## config.mk

```make
export PLATFORM = sky130hd
export DESIGN_NAME = sun_sensor_azimuth_core_flat
export DESIGN_NICKNAME = d
export VERILOG_FILES = /design/src/hw/rtl/ssa_pkg.sv /design/src/hw/rtl/ssa_in_if.sv /design/src/hw/rtl/ssa_out_if.sv /design/src/hw/rtl/ssa_front.sv /design/src/hw/rtl/ssa_fifo.sv /design/src/hw/rtl/ssa_cordic.sv /design/src/hw/rtl/sun_sensor_azimuth_core.sv /design/src/flat_wrapper.sv
export SDC_FILE = /design/constraint.sdc
export NUM_CORES = 2
export LEC_CHECK = 0
export BUFFER_PORTS_ARGS = -buffer_cell sky130_fd_sc_hd__buf_2
export CAP_MARGIN = 25
export CORE_ASPECT_RATIO = 0.7
export CORE_UTILIZATION = 35
export CTS_CLUSTER_SIZE = 24
export DETAILED_ROUTE_END_ITERATION = 16
export PLACE_DENSITY = 0.55
export SLEW_MARGIN = 20
export SYNTH_ARGS = -nofsm -noshare
export SYNTH_HDL_FRONTEND = slang
export SYNTH_SLANG_ARGS = --single-unit
```

## constraint.sdc

```tcl
create_clock -name clk -period 18.65 [get_ports clk]
set_input_delay 1.865 -clock clk [delete_from_list [all_inputs] [get_ports clk]]
set_output_delay 1.865 -clock clk [all_outputs]
set_load 0.02 [all_outputs]
```

## src/hw/rtl/ssa_pkg.sv

```systemverilog
package ssa_pkg;

  localparam int SAMPLE_W = 12;
  localparam int GAIN_W   = 16;
  localparam int PROD_W   = SAMPLE_W + GAIN_W;
  localparam int RATIO_W  = PROD_W - 9;
  localparam int DIFF_W   = 17;
  localparam int ANGLE_W  = 16;
  localparam int ACC_W    = 32;
  localparam int CW       = 28;
  localparam int PRE_SCALE = 8;
  localparam int TABLE_LEN = 24;
  localparam int TIDX_W   = 5;
  localparam int IDX_W    = 4;

  localparam logic [ANGLE_W-1:0] TURN_Q7 = 16'd46080;

  localparam logic [IDX_W-1:0] REG_GAIN_POS_X = 4'd0;
  localparam logic [IDX_W-1:0] REG_GAIN_POS_Y = 4'd1;
  localparam logic [IDX_W-1:0] REG_GAIN_NEG_X = 4'd2;
  localparam logic [IDX_W-1:0] REG_GAIN_NEG_Y = 4'd3;

  localparam logic [GAIN_W-1:0] RST_GAIN_POS_X = 16'd5432;
  localparam logic [GAIN_W-1:0] RST_GAIN_POS_Y = 16'd5311;
  localparam logic [GAIN_W-1:0] RST_GAIN_NEG_X = 16'd5601;
  localparam logic [GAIN_W-1:0] RST_GAIN_NEG_Y = 16'd5515;

  typedef struct packed {
    logic signed [DIFF_W-1:0] dx;
    logic signed [DIFF_W-1:0] dy;
  } diff_t;

  function automatic logic [ACC_W-1:0] atan_turn(input logic [TIDX_W-1:0] i);
    logic [ACC_W-1:0] v;
    case (i)
      5'd0:  v = 32'd536870912;
      5'd1:  v = 32'd316933406;
      5'd2:  v = 32'd167458907;
      5'd3:  v = 32'd85004756;
      5'd4:  v = 32'd42667331;
      5'd5:  v = 32'd21354465;
      5'd6:  v = 32'd10680862;
      5'd7:  v = 32'd5340245;
      5'd8:  v = 32'd2670163;
      5'd9:  v = 32'd1335087;
      5'd10: v = 32'd667544;
      5'd11: v = 32'd333772;
      5'd12: v = 32'd166886;
      5'd13: v = 32'd83443;
      5'd14: v = 32'd41722;
      5'd15: v = 32'd20861;
      5'd16: v = 32'd10430;
      5'd17: v = 32'd5215;
      5'd18: v = 32'd2608;
      5'd19: v = 32'd1304;
      5'd20: v = 32'd652;
      5'd21: v = 32'd326;
      5'd22: v = 32'd163;
      5'd23: v = 32'd81;
      default: v = '0;
    endcase
    return v;
  endfunction

endpackage

```

## src/hw/rtl/ssa_in_if.sv

```systemverilog
interface ssa_in_if;
  logic                          valid;
  logic                          ready;
  logic [ssa_pkg::SAMPLE_W-1:0]  sample_pos_x;
  logic [ssa_pkg::SAMPLE_W-1:0]  sample_pos_y;
  logic [ssa_pkg::SAMPLE_W-1:0]  sample_neg_x;
  logic [ssa_pkg::SAMPLE_W-1:0]  sample_neg_y;

  modport source (output valid, sample_pos_x, sample_pos_y, sample_neg_x, sample_neg_y,
                  input ready);
  modport sink (input valid, sample_pos_x, sample_pos_y, sample_neg_x, sample_neg_y,
                output ready);
endinterface

```

## src/hw/rtl/ssa_out_if.sv

```systemverilog
interface ssa_out_if;
  logic                               valid;
  logic                               ready;
  logic [ssa_pkg::ANGLE_W-1:0]        angle_deg;
  logic signed [ssa_pkg::DIFF_W-1:0]  diff_x;
  logic signed [ssa_pkg::DIFF_W-1:0]  diff_y;

  modport source (output valid, angle_deg, diff_x, diff_y, input ready);
  modport sink (input valid, angle_deg, diff_x, diff_y, output ready);
endinterface

```

## src/hw/rtl/ssa_front.sv

```systemverilog
module ssa_front #(
  parameter int ADC_BITS = 12
) (
  input  logic                        clk,
  input  logic                        rst_n,
  ssa_in_if.sink                      in_ch,
  input  logic                        cfg_we,
  input  logic [ssa_pkg::IDX_W-1:0]   cfg_index,
  input  logic [ssa_pkg::GAIN_W-1:0]  cfg_data,
  input  logic                        fifo_full,
  output logic                        fifo_push,
  output ssa_pkg::diff_t              fifo_wdata
);

  localparam int MASK_BITS = (ADC_BITS < ssa_pkg::SAMPLE_W) ? ADC_BITS : ssa_pkg::SAMPLE_W;
  localparam logic [ssa_pkg::SAMPLE_W-1:0] SAMPLE_MASK =
    ssa_pkg::SAMPLE_W'((64'd1 << MASK_BITS) - 64'd1);

  logic [ssa_pkg::GAIN_W-1:0] gain_px_r, gain_py_r, gain_nx_r, gain_ny_r;
  logic [ssa_pkg::PROD_W-1:0] prod_px_r, prod_py_r, prod_nx_r, prod_ny_r;
  logic                       a_valid_r, a_valid_nxt;
  logic                       accept;
  logic signed [ssa_pkg::RATIO_W:0] raw_dx, raw_dy;

  function automatic logic signed [ssa_pkg::DIFF_W-1:0] clamp_unit(
    input logic signed [ssa_pkg::RATIO_W:0] v);
    logic signed [ssa_pkg::DIFF_W-1:0] r;
    if (v > (ssa_pkg::RATIO_W+1)'(32768))
      r = ssa_pkg::DIFF_W'(32768);
    else if (v < -(ssa_pkg::RATIO_W+1)'(32768))
      r = -ssa_pkg::DIFF_W'(32768);
    else
      r = v[ssa_pkg::DIFF_W-1:0];
    return r;
  endfunction

  assign fifo_push   = a_valid_r && !fifo_full;
  assign in_ch.ready = !a_valid_r || !fifo_full;
  assign accept      = in_ch.valid && in_ch.ready;
  assign a_valid_nxt = accept || (a_valid_r && !fifo_push);

  always_comb begin
    raw_dx = $signed({1'b0, prod_px_r[ssa_pkg::PROD_W-1:9]}) -
             $signed({1'b0, prod_nx_r[ssa_pkg::PROD_W-1:9]});
    raw_dy = $signed({1'b0, prod_py_r[ssa_pkg::PROD_W-1:9]}) -
             $signed({1'b0, prod_ny_r[ssa_pkg::PROD_W-1:9]});
    fifo_wdata.dx = clamp_unit(raw_dx);
    fifo_wdata.dy = clamp_unit(raw_dy);
  end

  always_ff @(posedge clk) begin
    if (!rst_n) begin
      gain_px_r <= ssa_pkg::RST_GAIN_POS_X;
      gain_py_r <= ssa_pkg::RST_GAIN_POS_Y;
      gain_nx_r <= ssa_pkg::RST_GAIN_NEG_X;
      gain_ny_r <= ssa_pkg::RST_GAIN_NEG_Y;
    end else if (cfg_we) begin
      case (cfg_index)
        ssa_pkg::REG_GAIN_POS_X: gain_px_r <= cfg_data;
        ssa_pkg::REG_GAIN_POS_Y: gain_py_r <= cfg_data;
        ssa_pkg::REG_GAIN_NEG_X: gain_nx_r <= cfg_data;
        ssa_pkg::REG_GAIN_NEG_Y: gain_ny_r <= cfg_data;
        default: ;
      endcase
    end
  end

  always_ff @(posedge clk) begin
    if (!rst_n) begin
      a_valid_r <= 1'b0;
    end else begin
      a_valid_r <= a_valid_nxt;
    end
  end

  always_ff @(posedge clk) begin
    if (accept) begin
      prod_px_r <= ssa_pkg::PROD_W'(in_ch.sample_pos_x & SAMPLE_MASK) *
                   ssa_pkg::PROD_W'(gain_px_r);
      prod_py_r <= ssa_pkg::PROD_W'(in_ch.sample_pos_y & SAMPLE_MASK) *
                   ssa_pkg::PROD_W'(gain_py_r);
      prod_nx_r <= ssa_pkg::PROD_W'(in_ch.sample_neg_x & SAMPLE_MASK) *
                   ssa_pkg::PROD_W'(gain_nx_r);
      prod_ny_r <= ssa_pkg::PROD_W'(in_ch.sample_neg_y & SAMPLE_MASK) *
                   ssa_pkg::PROD_W'(gain_ny_r);
    end
  end

endmodule

```

## src/hw/rtl/ssa_fifo.sv

```systemverilog
module ssa_fifo (
  input  logic            clk,
  input  logic            rst_n,
  input  logic            push,
  input  ssa_pkg::diff_t  wdata,
  input  logic            pop,
  output ssa_pkg::diff_t  rdata,
  output logic            full,
  output logic            empty
);

  ssa_pkg::diff_t mem [2];
  logic       wr_ptr_r, rd_ptr_r;
  logic [1:0] count_r;

  assign full  = (count_r == 2'd2);
  assign empty = (count_r == 2'd0);
  assign rdata = mem[rd_ptr_r];

  always_ff @(posedge clk) begin
    if (push) begin
      mem[wr_ptr_r] <= wdata;
    end
  end

  always_ff @(posedge clk) begin
    if (!rst_n) begin
      wr_ptr_r <= 1'b0;
      rd_ptr_r <= 1'b0;
      count_r  <= 2'd0;
    end else begin
      if (push) wr_ptr_r <= ~wr_ptr_r;
      if (pop) rd_ptr_r <= ~rd_ptr_r;
      case ({push, pop})
        2'b10:   count_r <= count_r + 2'd1;
        2'b01:   count_r <= count_r - 2'd1;
        default: count_r <= count_r;
      endcase
    end
  end

endmodule

```

## src/hw/rtl/ssa_cordic.sv

```systemverilog
module ssa_cordic #(
  parameter int CORDIC_STAGES = 16
) (
  input  logic            clk,
  input  logic            rst_n,
  input  logic            fifo_empty,
  input  ssa_pkg::diff_t  fifo_rdata,
  output logic            fifo_pop,
  ssa_out_if.source       out_ch
);

  localparam int ITER_W = (CORDIC_STAGES > 1) ? $clog2(CORDIC_STAGES) : 1;
  localparam logic [ITER_W-1:0] LAST_ITER = ITER_W'(CORDIC_STAGES - 1);
  localparam int PROD_W = ssa_pkg::ACC_W + ssa_pkg::ANGLE_W;

  typedef enum logic [1:0] {S_IDLE, S_ROT, S_MUL, S_FIN} state_t;

  state_t                            state_r;
  logic signed [ssa_pkg::CW-1:0]     x_r, y_r;
  logic [ssa_pkg::ACC_W-1:0]         acc_r;
  logic [ITER_W-1:0]                 iter_r;
  logic                              zero_r;
  logic signed [ssa_pkg::DIFF_W-1:0] dx_r, dy_r;
  logic [PROD_W-1:0]                 prod_r;
  logic                              out_valid_r, out_valid_nxt;
  logic [ssa_pkg::ANGLE_W-1:0]       angle_r;
  logic signed [ssa_pkg::DIFF_W-1:0] out_dx_r, out_dy_r;

  logic signed [ssa_pkg::CW-1:0]     x_ld, y_ld, xs, ys;
  logic                              x_neg;
  logic [ssa_pkg::ACC_W-1:0]         step_ang;
  logic [PROD_W:0]                   rounded;
  logic [PROD_W-ssa_pkg::ACC_W:0]    deg;
  logic                              slot_free;

  assign fifo_pop  = (state_r == S_IDLE) && !fifo_empty;
  assign slot_free = !out_valid_r || out_ch.ready;
  assign out_valid_nxt = ((state_r == S_FIN) && slot_free) ||
                         (out_valid_r && !out_ch.ready);

  always_comb begin
    x_ld  = ssa_pkg::CW'(fifo_rdata.dx) <<< ssa_pkg::PRE_SCALE;
    y_ld  = ssa_pkg::CW'(fifo_rdata.dy) <<< ssa_pkg::PRE_SCALE;
    x_neg = fifo_rdata.dx[ssa_pkg::DIFF_W-1];
    if (x_neg) begin
      x_ld = -x_ld;
      y_ld = -y_ld;
    end
    xs       = x_r >>> iter_r;
    ys       = y_r >>> iter_r;
    step_ang = ssa_pkg::atan_turn(ssa_pkg::TIDX_W'(iter_r));
    rounded  = {1'b0, prod_r} + (PROD_W+1)'(64'h8000_0000);
    deg      = rounded[PROD_W:ssa_pkg::ACC_W];
  end

  always_ff @(posedge clk) begin
    if (!rst_n) begin
      state_r     <= S_IDLE;
      out_valid_r <= 1'b0;
    end else begin
      out_valid_r <= out_valid_nxt;
      case (state_r)
        S_IDLE: begin
          if (!fifo_empty) begin
            x_r     <= x_ld;
            y_r     <= y_ld;
            acc_r   <= x_neg ? 32'h8000_0000 : 32'h0;
            zero_r  <= (fifo_rdata.dx == '0) && (fifo_rdata.dy == '0);
            dx_r    <= fifo_rdata.dx;
            dy_r    <= fifo_rdata.dy;
            iter_r  <= '0;
            state_r <= S_ROT;
          end
        end
        S_ROT: begin
          if (!y_r[ssa_pkg::CW-1]) begin
            x_r   <= x_r + ys;
            y_r   <= y_r - xs;
            acc_r <= acc_r + step_ang;
          end else begin
            x_r   <= x_r - ys;
            y_r   <= y_r + xs;
            acc_r <= acc_r - step_ang;
          end
          iter_r <= iter_r + 1'b1;
          if (iter_r == LAST_ITER) state_r <= S_MUL;
        end
        S_MUL: begin
          prod_r  <= PROD_W'(acc_r) * PROD_W'(ssa_pkg::TURN_Q7);
          state_r <= S_FIN;
        end
        S_FIN: begin
          if (slot_free) begin
            if (zero_r || (deg >= (PROD_W-ssa_pkg::ACC_W+1)'(ssa_pkg::TURN_Q7)))
              angle_r <= '0;
            else
              angle_r <= deg[ssa_pkg::ANGLE_W-1:0];
            out_dx_r    <= dx_r;
            out_dy_r    <= dy_r;
            state_r     <= S_IDLE;
          end
        end
        default: state_r <= S_IDLE;
      endcase
    end
  end

  assign out_ch.valid     = out_valid_r;
  assign out_ch.angle_deg = angle_r;
  assign out_ch.diff_x    = out_dx_r;
  assign out_ch.diff_y    = out_dy_r;

  a_iter_range: assert property (@(posedge clk) disable iff (!rst_n)
    (state_r == S_ROT) |-> (32'(iter_r) < CORDIC_STAGES))
    else $error("iteration count past last stage");

  a_x_nonneg: assert property (@(posedge clk) disable iff (!rst_n)
    (state_r == S_ROT) |-> !x_r[ssa_pkg::CW-1])
    else $error("rotated x went negative");

  a_angle_range: assert property (@(posedge clk) disable iff (!rst_n)
    out_valid_r |-> (angle_r < ssa_pkg::TURN_Q7))
    else $error("angle not wrapped below one turn");

  a_zero_angle: assert property (@(posedge clk) disable iff (!rst_n)
    (state_r == S_FIN && slot_free && zero_r) |=> (angle_r == '0))
    else $error("zero vector gave nonzero angle");

endmodule

```

## src/hw/rtl/sun_sensor_azimuth_core.sv

```systemverilog
// Sun azimuth from four face photodiodes (+X, +Y, -X, -Y).
// in_ch: one transaction carries the four raw ADC samples. Each is scaled
//   by its face gain to a Q1.15 ratio; x and y differences are clamped to +/-1.0.
// out_ch: one transaction per input: azimuth in unsigned Q9.7 degrees
//   (0 to under 360) and the two clamped differences.
// cfg_*: gain writes, index 0..3 = +X, +Y, -X, -Y; other indexes are dropped.
//   Write only while the block is idle.
// Path: an input transaction is registered in the scaling front end, queued,
//   rotated (S_ROT), scaled to degrees (S_MUL) and registered to out_ch (S_FIN).
// Throughput is set by the single shared CORDIC rotator, which works on one
//   transaction at a time, one micro-rotation per cycle.
// The scaling front end and a two-entry queue take up to three further
//   inputs while the rotator is busy; in_ch.ready drops once they are full.
// Output stall: out_ch holds its transaction; the rotator holds a finished
//   result until the output register frees, then the queue backs up.
// Reset (rst_n low, synchronous): gains return to defaults, queue and output empty.
module sun_sensor_azimuth_core #(
  parameter int ADC_BITS      = 12,
  parameter int CORDIC_STAGES = 16
) (
  input  logic                        clk,
  input  logic                        rst_n,
  ssa_in_if.sink                      in_ch,
  ssa_out_if.source                   out_ch,
  input  logic                        cfg_we,
  input  logic [ssa_pkg::IDX_W-1:0]   cfg_index,
  input  logic [ssa_pkg::GAIN_W-1:0]  cfg_data
);

  logic           fifo_push, fifo_pop, fifo_full, fifo_empty;
  ssa_pkg::diff_t fifo_wdata, fifo_rdata;

  ssa_front #(.ADC_BITS(ADC_BITS)) u_front (
    .clk        (clk),
    .rst_n      (rst_n),
    .in_ch      (in_ch),
    .cfg_we     (cfg_we),
    .cfg_index  (cfg_index),
    .cfg_data   (cfg_data),
    .fifo_full  (fifo_full),
    .fifo_push  (fifo_push),
    .fifo_wdata (fifo_wdata)
  );

  ssa_fifo u_fifo (
    .clk   (clk),
    .rst_n (rst_n),
    .push  (fifo_push),
    .wdata (fifo_wdata),
    .pop   (fifo_pop),
    .rdata (fifo_rdata),
    .full  (fifo_full),
    .empty (fifo_empty)
  );

  ssa_cordic #(.CORDIC_STAGES(CORDIC_STAGES)) u_cordic (
    .clk        (clk),
    .rst_n      (rst_n),
    .fifo_empty (fifo_empty),
    .fifo_rdata (fifo_rdata),
    .fifo_pop   (fifo_pop),
    .out_ch     (out_ch)
  );

endmodule
```

## src/flat_wrapper.sv

```systemverilog
// flat-port wrapper written by rule: the top's interface ports become plain ports
module sun_sensor_azimuth_core_flat 
#(
  parameter int ADC_BITS      = 12,
  parameter int CORDIC_STAGES = 16
)
  (clk, rst_n, cfg_we, cfg_index, cfg_data, in_ch_valid, in_ch_sample_pos_x, in_ch_sample_pos_y, in_ch_sample_neg_x, in_ch_sample_neg_y, in_ch_ready, out_ch_valid, out_ch_angle_deg, out_ch_diff_x, out_ch_diff_y, out_ch_ready);
  ssa_in_if in_ch_i ();
  ssa_out_if out_ch_i ();
  input  logic clk;
  input  logic rst_n;
  input  logic cfg_we;
  input  logic [ssa_pkg::IDX_W-1:0] cfg_index;
  input  logic [ssa_pkg::GAIN_W-1:0] cfg_data;
  input wire logic [$bits(in_ch_i.valid)-1:0] in_ch_valid;
  input wire logic [$bits(in_ch_i.sample_pos_x)-1:0] in_ch_sample_pos_x;
  input wire logic [$bits(in_ch_i.sample_pos_y)-1:0] in_ch_sample_pos_y;
  input wire logic [$bits(in_ch_i.sample_neg_x)-1:0] in_ch_sample_neg_x;
  input wire logic [$bits(in_ch_i.sample_neg_y)-1:0] in_ch_sample_neg_y;
  output wire logic [$bits(in_ch_i.ready)-1:0] in_ch_ready;
  output wire logic [$bits(out_ch_i.valid)-1:0] out_ch_valid;
  output wire logic [$bits(out_ch_i.angle_deg)-1:0] out_ch_angle_deg;
  output wire logic [$bits(out_ch_i.diff_x)-1:0] out_ch_diff_x;
  output wire logic [$bits(out_ch_i.diff_y)-1:0] out_ch_diff_y;
  input wire logic [$bits(out_ch_i.ready)-1:0] out_ch_ready;
  assign in_ch_i.valid = in_ch_valid;
  assign in_ch_i.sample_pos_x = in_ch_sample_pos_x;
  assign in_ch_i.sample_pos_y = in_ch_sample_pos_y;
  assign in_ch_i.sample_neg_x = in_ch_sample_neg_x;
  assign in_ch_i.sample_neg_y = in_ch_sample_neg_y;
  assign in_ch_ready = in_ch_i.ready;
  assign out_ch_valid = out_ch_i.valid;
  assign out_ch_angle_deg = out_ch_i.angle_deg;
  assign out_ch_diff_x = out_ch_i.diff_x;
  assign out_ch_diff_y = out_ch_i.diff_y;
  assign out_ch_i.ready = out_ch_ready;
  sun_sensor_azimuth_core #(.ADC_BITS(ADC_BITS), .CORDIC_STAGES(CORDIC_STAGES)) u_core (.clk(clk), .rst_n(rst_n), .in_ch(in_ch_i), .out_ch(out_ch_i), .cfg_we(cfg_we), .cfg_index(cfg_index), .cfg_data(cfg_data));
endmodule
```

# ---- Word-level counts from Yosys, hierarchy flattened
# Memories as Yosys holds them, arrays and structs flattened. A register that Yosys moved wholly into a read port is not among the register bits.
# Cells that the tools add are included.
dict set report op_classes {
  addsub 14
  n_mul 5
  magnitude_cmp 5
  n_eq_ne 13
  n_shift 2
  muxes 28
  bitwise 3
  reduce_logical 34
}
# op n
set ops {}
lappend ops {{$mux W28} 6}
lappend ops {{$mul A12 B16 Y28} 4}
lappend ops {{$pmux W28 S2} 2}
lappend ops {{$mux W32} 3}
lappend ops {{$mux W17} 4}
lappend ops {{$pmux W32 S2} 1}
lappend ops {{$add A28 B28 Y28} 2}
lappend ops {{$neg A25 Y28} 2}
lappend ops {{$sshr A28 B4 Y28} 2}
lappend ops {{$sub A28 B28 Y28} 2}
lappend ops {{$add A48 B32 Y49 const B} 1}
lappend ops {{$gt A20 B17 Y1 const B} 2}
lappend ops {{$lt A20 B16 Y1 const B} 2}
lappend ops {{$sub A19 B19 Y20} 2}
lappend ops {{$mul A32 B6 Y38 const B} 1}
lappend ops {{$logic_not A17 Y1} 2}
lappend ops {{$add A32 B32 Y32} 1}
lappend ops {{$sub A32 B32 Y32} 1}
lappend ops {{$ge A17 B16 Y1 const B} 1}
lappend ops {{$reduce_and A3 Y1} 4}
lappend ops {{$reduce_and A2 Y1} 5}
lappend ops {{$eq A2 B2 Y1 const B} 4}
lappend ops {{$eq A4 B2 Y1 const B} 2}
lappend ops {{$mux W4} 2}
lappend ops {{19 further kinds} 46}
dict set report totals {
  reg_bits 399
  ramBits 68
  rom_bits 480
  out_inout_bits 52
  wordCells 131
  memories 2
}
# name depth word_bits rd rd_ports_with_merged_regs wr line_no
set memory_table {}
lappend memory_table {{(no name shown)} 16 30 1 1 0 ssa_pkg.sv:35} ;# case (i)
lappend memory_table {u_core.u_fifo.mem 2 34 1 1 1 ssa_fifo.sv:12} ;# ssa_pkg::diff_t mem [2];

# ---- Longest topological paths before layout
dict set report logic_depth {
  word_depth 6
  ltp_mapped 25
  ltp_nobuf 22
}

# ---- By module
# From an unflattened synthesis, not the netlist that was laid out.
dict set report unflattened {
  cells_unflattened 5758
  area_unflattened_um2 53742.8
}
# module n_inst cells_per_inst area_each_um2
set by_module_without_submodules {}
lappend by_module_without_submodules {ssa_front 1 3459 30118.9}
lappend by_module_without_submodules {ssa_cordic 1 2171 20962.6}
lappend by_module_without_submodules {ssa_fifo 1 128 2661.3}

# ---- Worst setup path after synthesis
# OpenSTA, ideal clock, no wires.
dict set report synth_timing {
  path_type {input port to flip-flop}
  startpoint {input in_ch_sample_neg_y[3]}
  endpoint {register u_core.u_front.prod_ny_r[22] (netlist bit), data pin}
  setup_ns 0.266
  arrival_time_ns 6.992
  required_time_ns 18.384
  setup_slack_ns 11.392
  cell_stages 21
  n_path_buf 1
  cell_sequence {clkbuf_1 -> nand2_1 -> fa_1 -> fa_1 -> inv_1 -> fa_1 -> fa_1 -> inv_1 -> fa_1 -> inv_1 -> ha_1 -> a21o_1 -> a21o_1 -> o21ai_0 -> inv_1 -> a2111oi_0 -> or3b_2 -> a21oi_1 -> nor4_1 -> nor3_1 -> xor2_1}
}
dict set report synth_via {
  elab_chain_cells 1
}
# element line_no
set synth_lines {}
lappend synth_lines {{from (decl)} flat_wrapper.sv:19} ;# input wire logic [$bits(in_ch_i.sample_neg_y)-1:0] in_ch_sample_neg_y;
lappend synth_lines {{$mul A12 B16 Y28} ssa_front.sv:84} ;# prod_ny_r <= ssa_pkg::PROD_W'(in_ch.sample_neg_y & SAMPLE_MASK) *
lappend synth_lines {{to (signal assigned)} ssa_front.sv:84}
lappend synth_lines {{to (decl)} ssa_front.sv:20} ;# logic [ssa_pkg::PROD_W-1:0] prod_px_r, prod_py_r, prod_nx_r, prod_ny_r;
# Every way passes these cells.
# A chain may end at the register's enable or synchronous reset.

# ---- Worst setup path after layout
dict set report layout_timing {
  startpoint {input in_ch_sample_neg_x[3]}
  endpoint {register u_core.u_front.prod_nx_r[26] (netlist bit), data pin}
}
dict set report layout_via {
  elab_chain_cells 1
}
# element line_no
set layout_lines {}
lappend layout_lines {{from (decl)} flat_wrapper.sv:18} ;# input wire logic [$bits(in_ch_i.sample_neg_x)-1:0] in_ch_sample_neg_x;
lappend layout_lines {{$mul A12 B16 Y28} ssa_front.sv:82} ;# prod_nx_r <= ssa_pkg::PROD_W'(in_ch.sample_neg_x & SAMPLE_MASK) *
lappend layout_lines {{to (signal assigned)} ssa_front.sv:82}
lappend layout_lines {{to (decl)} ssa_front.sv:20}
# Every way passes these cells.

==> impl_metrics.ini <==
[timing]
finalHoldViolCount = 0
tns_ns = 0
worst_clock_skew_ns = 0.04947
relSlewSlack_pct = 32.66
hold_slack_ns = 0.4185
setup_viol = 0
rsz0062_at_grt = no
finalCritPeriodShare_pct = 38.24
fin_ws_ns = 11.52
fin_crit_ns = 7.132
tightestPinTransition_ns = 0.9970
drv_slew = 0
max_freq_mhz = 140.2

[floorplanning]
die_x_um = 465.2
die_height_um = 326.3
io_pins = 125
row_count = 118
dieArea_um2 = 151800
initial_core_util_pct = 35.39
core_um2 = 148500

[yosys]
ys_seq_elements = 441
synth-seq-area-share_pct = 23.23
synth_cells = 5534
synth_area_per_cell_um2 = 9.499
syn_area_um2 = 52570
synth_top_area_share_pct = 23.53
synthArstFlopShare_pct = 0
synth_nets = 6688
synth_area_leader_cell = fa_1
synth_area_leaders = fa_1, edfxtp_1, ha_1, inv_1, nand2_1
synthFlopType = edfxtp_1
yosysWarnings = 0
synth.distinct_cells = 99
synth_edf_count = 338

[drt]
postRouteAntennaNets = 0
drcViolationCount = 0
drtIter0Drc = 2786
via_per_inst = 5.069
routed_wl_um = 137800
wl_per_cell_um = 18.22
drtPass1Iterations = 6
vias = 38340

[global_route]
grtUsageTotal_pct = 18.24
grt_pass1_wl_um = 219300
antenna_found_initial = 4
grt-ovfl-total = 0
grt_max_degree = 77
grt_pass1_vias = 37980

[place]
portBuffers = 124
hpwl_um = 109800
gp_congestion = 0.9000
place_ws_ns = 10.85
placedCellCount = 7461

[critical_path]
r2r_start = u_core.u_cordic.iter_r[0]
required_ns = 19.05
rrSetupSlack_ns = 11.52
critical_path.endpoint = u_core.u_front.prod_nx_r[26]
path_max_fanout = 16
crit_start = in_ch_sample_neg_x[3]
r2r-end = u_core.u_cordic.x_r[27]
endpoint_kind = flop
criticalPathCategory = in -> reg
start_kind = primary input
cp.arrival_ns = 7.54
r2r_cells = 18

[clock_network]
post-cts-setup-buffers = 0
numCtsBuffers = 53
cts.clk_slew.worst_paths_ns = 0.06
hold_buffers = 0
cts_max_level = 2
clk_latency_ns = 0.67
cts-root-buf = clkbuf_16
cts_num_sinks = 441
clock_path_buffers = 3
cts_tree = built
cts_resized = 0

[status]
outcome = completed

[hold_path]
hp-start = u_core.u_cordic.dx_r[9]
hold_path_class = reg -> reg

[final_layout]
fin_cells = 7562
nFillCells = 14950
register_area_um2 = 12210
nets = 6691
drive_above_1_share_pct = 6.900
multi_input_area_um2 = 36310
syn2layout_area_growth_pct = 8.035

[flow_run]
maxCapViolations = 0
-- metrics by stage --
| stage | utilization [%] | instance area [um^2] |
|---|---|---|
| floorplan | - | 52570 |
| global placement | 37.01 | 54970 |
| detailed placement | 37.01 | 54970 |
| CTS | 38.23 | 56780 |
| global route | 38.24 | 56790 |
| finish | 38.24 | 56790 |
-- worst min path at each step --
stage,end,slack [ns],cells after the start
after detailed placement,u_core.u_cordic.out_ch.diff_x[9],0.40,0
final,u_core.u_cordic.out_ch.diff_x[9],0.42,0
after CTS,u_core.u_cordic.out_ch.diff_x[9],0.42,0
after global routing,u_core.u_cordic.out_ch.diff_x[15],0.42,0
after floorplan,u_core.u_cordic.out_ch.diff_x[0],0.40,0
after global placement,u_core.u_cordic.out_ch.diff_y[3],0.40,0
-- per-layer routing --
metal  GRT usage, %  vias to the layer above  wire length (um)  share of wire [%]
li1               -                    18200                 -                  -
met1          28.74                    18960             70690                 51
met2          24.83                     1049             53510                 39
met5              0                        -                 0                  0
met3          4.431                      123             11140                8.1
met4          3.573                        0              2446                1.8
-- flip-flops by register name, summed over array words and instances (netlist names), 2 cells and up, named ones only --
name                              cells
u_core.u_cordic.out_ch.angle_deg     16
u_core.u_cordic.x_r                  28
u_core.u_front.gain_nx_r             16
u_core.u_cordic.dy_r                 17
u_core.u_cordic.dx_r                 17
u_core.u_front.prod_nx_r             19
u_core.u_front.prod_py_r             19
u_core.u_fifo.count_r                 2
u_core.u_cordic.y_r                  28
u_core.u_cordic.acc_r                32
u_core.u_cordic.out_ch.diff_y        17
u_core.u_cordic.out_ch.diff_x        17
u_core.u_cordic.state_r               2
u_core.u_front.prod_ny_r             19
u_core.u_front.prod_px_r             19
u_core.u_front.gain_py_r             16
u_core.u_cordic.iter_r                4
u_core.u_front.gain_px_r             16
u_core.u_cordic.prod_r               17
u_core.u_cordic.step_ang             30
u_core.u_fifo.mem                    68
u_core.u_front.gain_ny_r             16
-- synth_stat cells (36+ instances only) --
library cell / instances
o21a_1: 36
xnor2_1: 202
mux2_2: 38
mux2i_1: 41
nand2_1: 811
nor2_1: 298
inv_1: 820
nand2b_1: 37
o21ai_0: 165
mux4_2: 39
nand3_1: 75
and2_1: 287
nor2b_1: 48
dfxtp_1: 103
a31oi_1: 39
edfxtp_1: 338
clkbuf_1: 177
a21oi_1: 213
a21o_1: 67
xor2_1: 99
nor3_1: 74
fa_1: 618
ha_1: 463
a21boi_0: 44
-- cell type report --
cell class,count,area share (%)
clock inverters,36,0.7094
inverters,822,5.437
repair buffers,160,1.564
clock buffers,62,2.472
flip-flops and latches,441,21.50
diodes,2,0.008812
multi-input cells,4059,63.94
well taps,1980,4.362
-- kinds of logic after synthesis --
kind of cell	Yosys count	share of synthesized area [%]
adder cells (fa/ha/maj)	1081	34.55
multiplexers	141	4.415
buffers and inverters	1034	7.733
AND/OR/NAND/NOR	1781	15.86
XOR/XNOR	301	5.015
flip-flops	441	23.23
AO/OA/AOI/OAI	755	9.197
-- layout by cell type, fill, tap and decap left out, types with 74 or more instances in the layout --
cell | synthesis | final
dfxtp_1 | 103 | 102
inv_1 | 820 | 818
and2_1 | 287 | 285
nand2_1 | 811 | 811
nor3_1 | 74 | 74
buf_2 | 4 | 125
xnor2_1 | 202 | 202
nor2_1 | 298 | 296
fa_1 | 618 | 618
o21ai_0 | 165 | 164
a21oi_1 | 213 | 213
nand3_1 | 75 | 75
edfxtp_1 | 338 | 338
xor2_1 | 99 | 99
ha_1 | 463 | 462
-- critical path: stages --
cell      delay, ns
buf_2          0.29
nand2_1        0.15
fa_1           0.48
fa_1           0.52
fa_1           0.55
inv_1          0.05
fa_1           0.47
inv_1          0.05
fa_1           0.47
inv_1          0.05
ha_1           0.32
nor3_1         0.08
o41ai_1        0.87
a211oi_1       0.20
or3_1          0.49
o21ai_1        0.31
o21a_1         0.15
nor2_1         0.04
xnor2_1        0.11
Power is left out: the tool's default activity adds up to more than one toggle a clock period on the data nets, which glitch-free logic cannot reach.
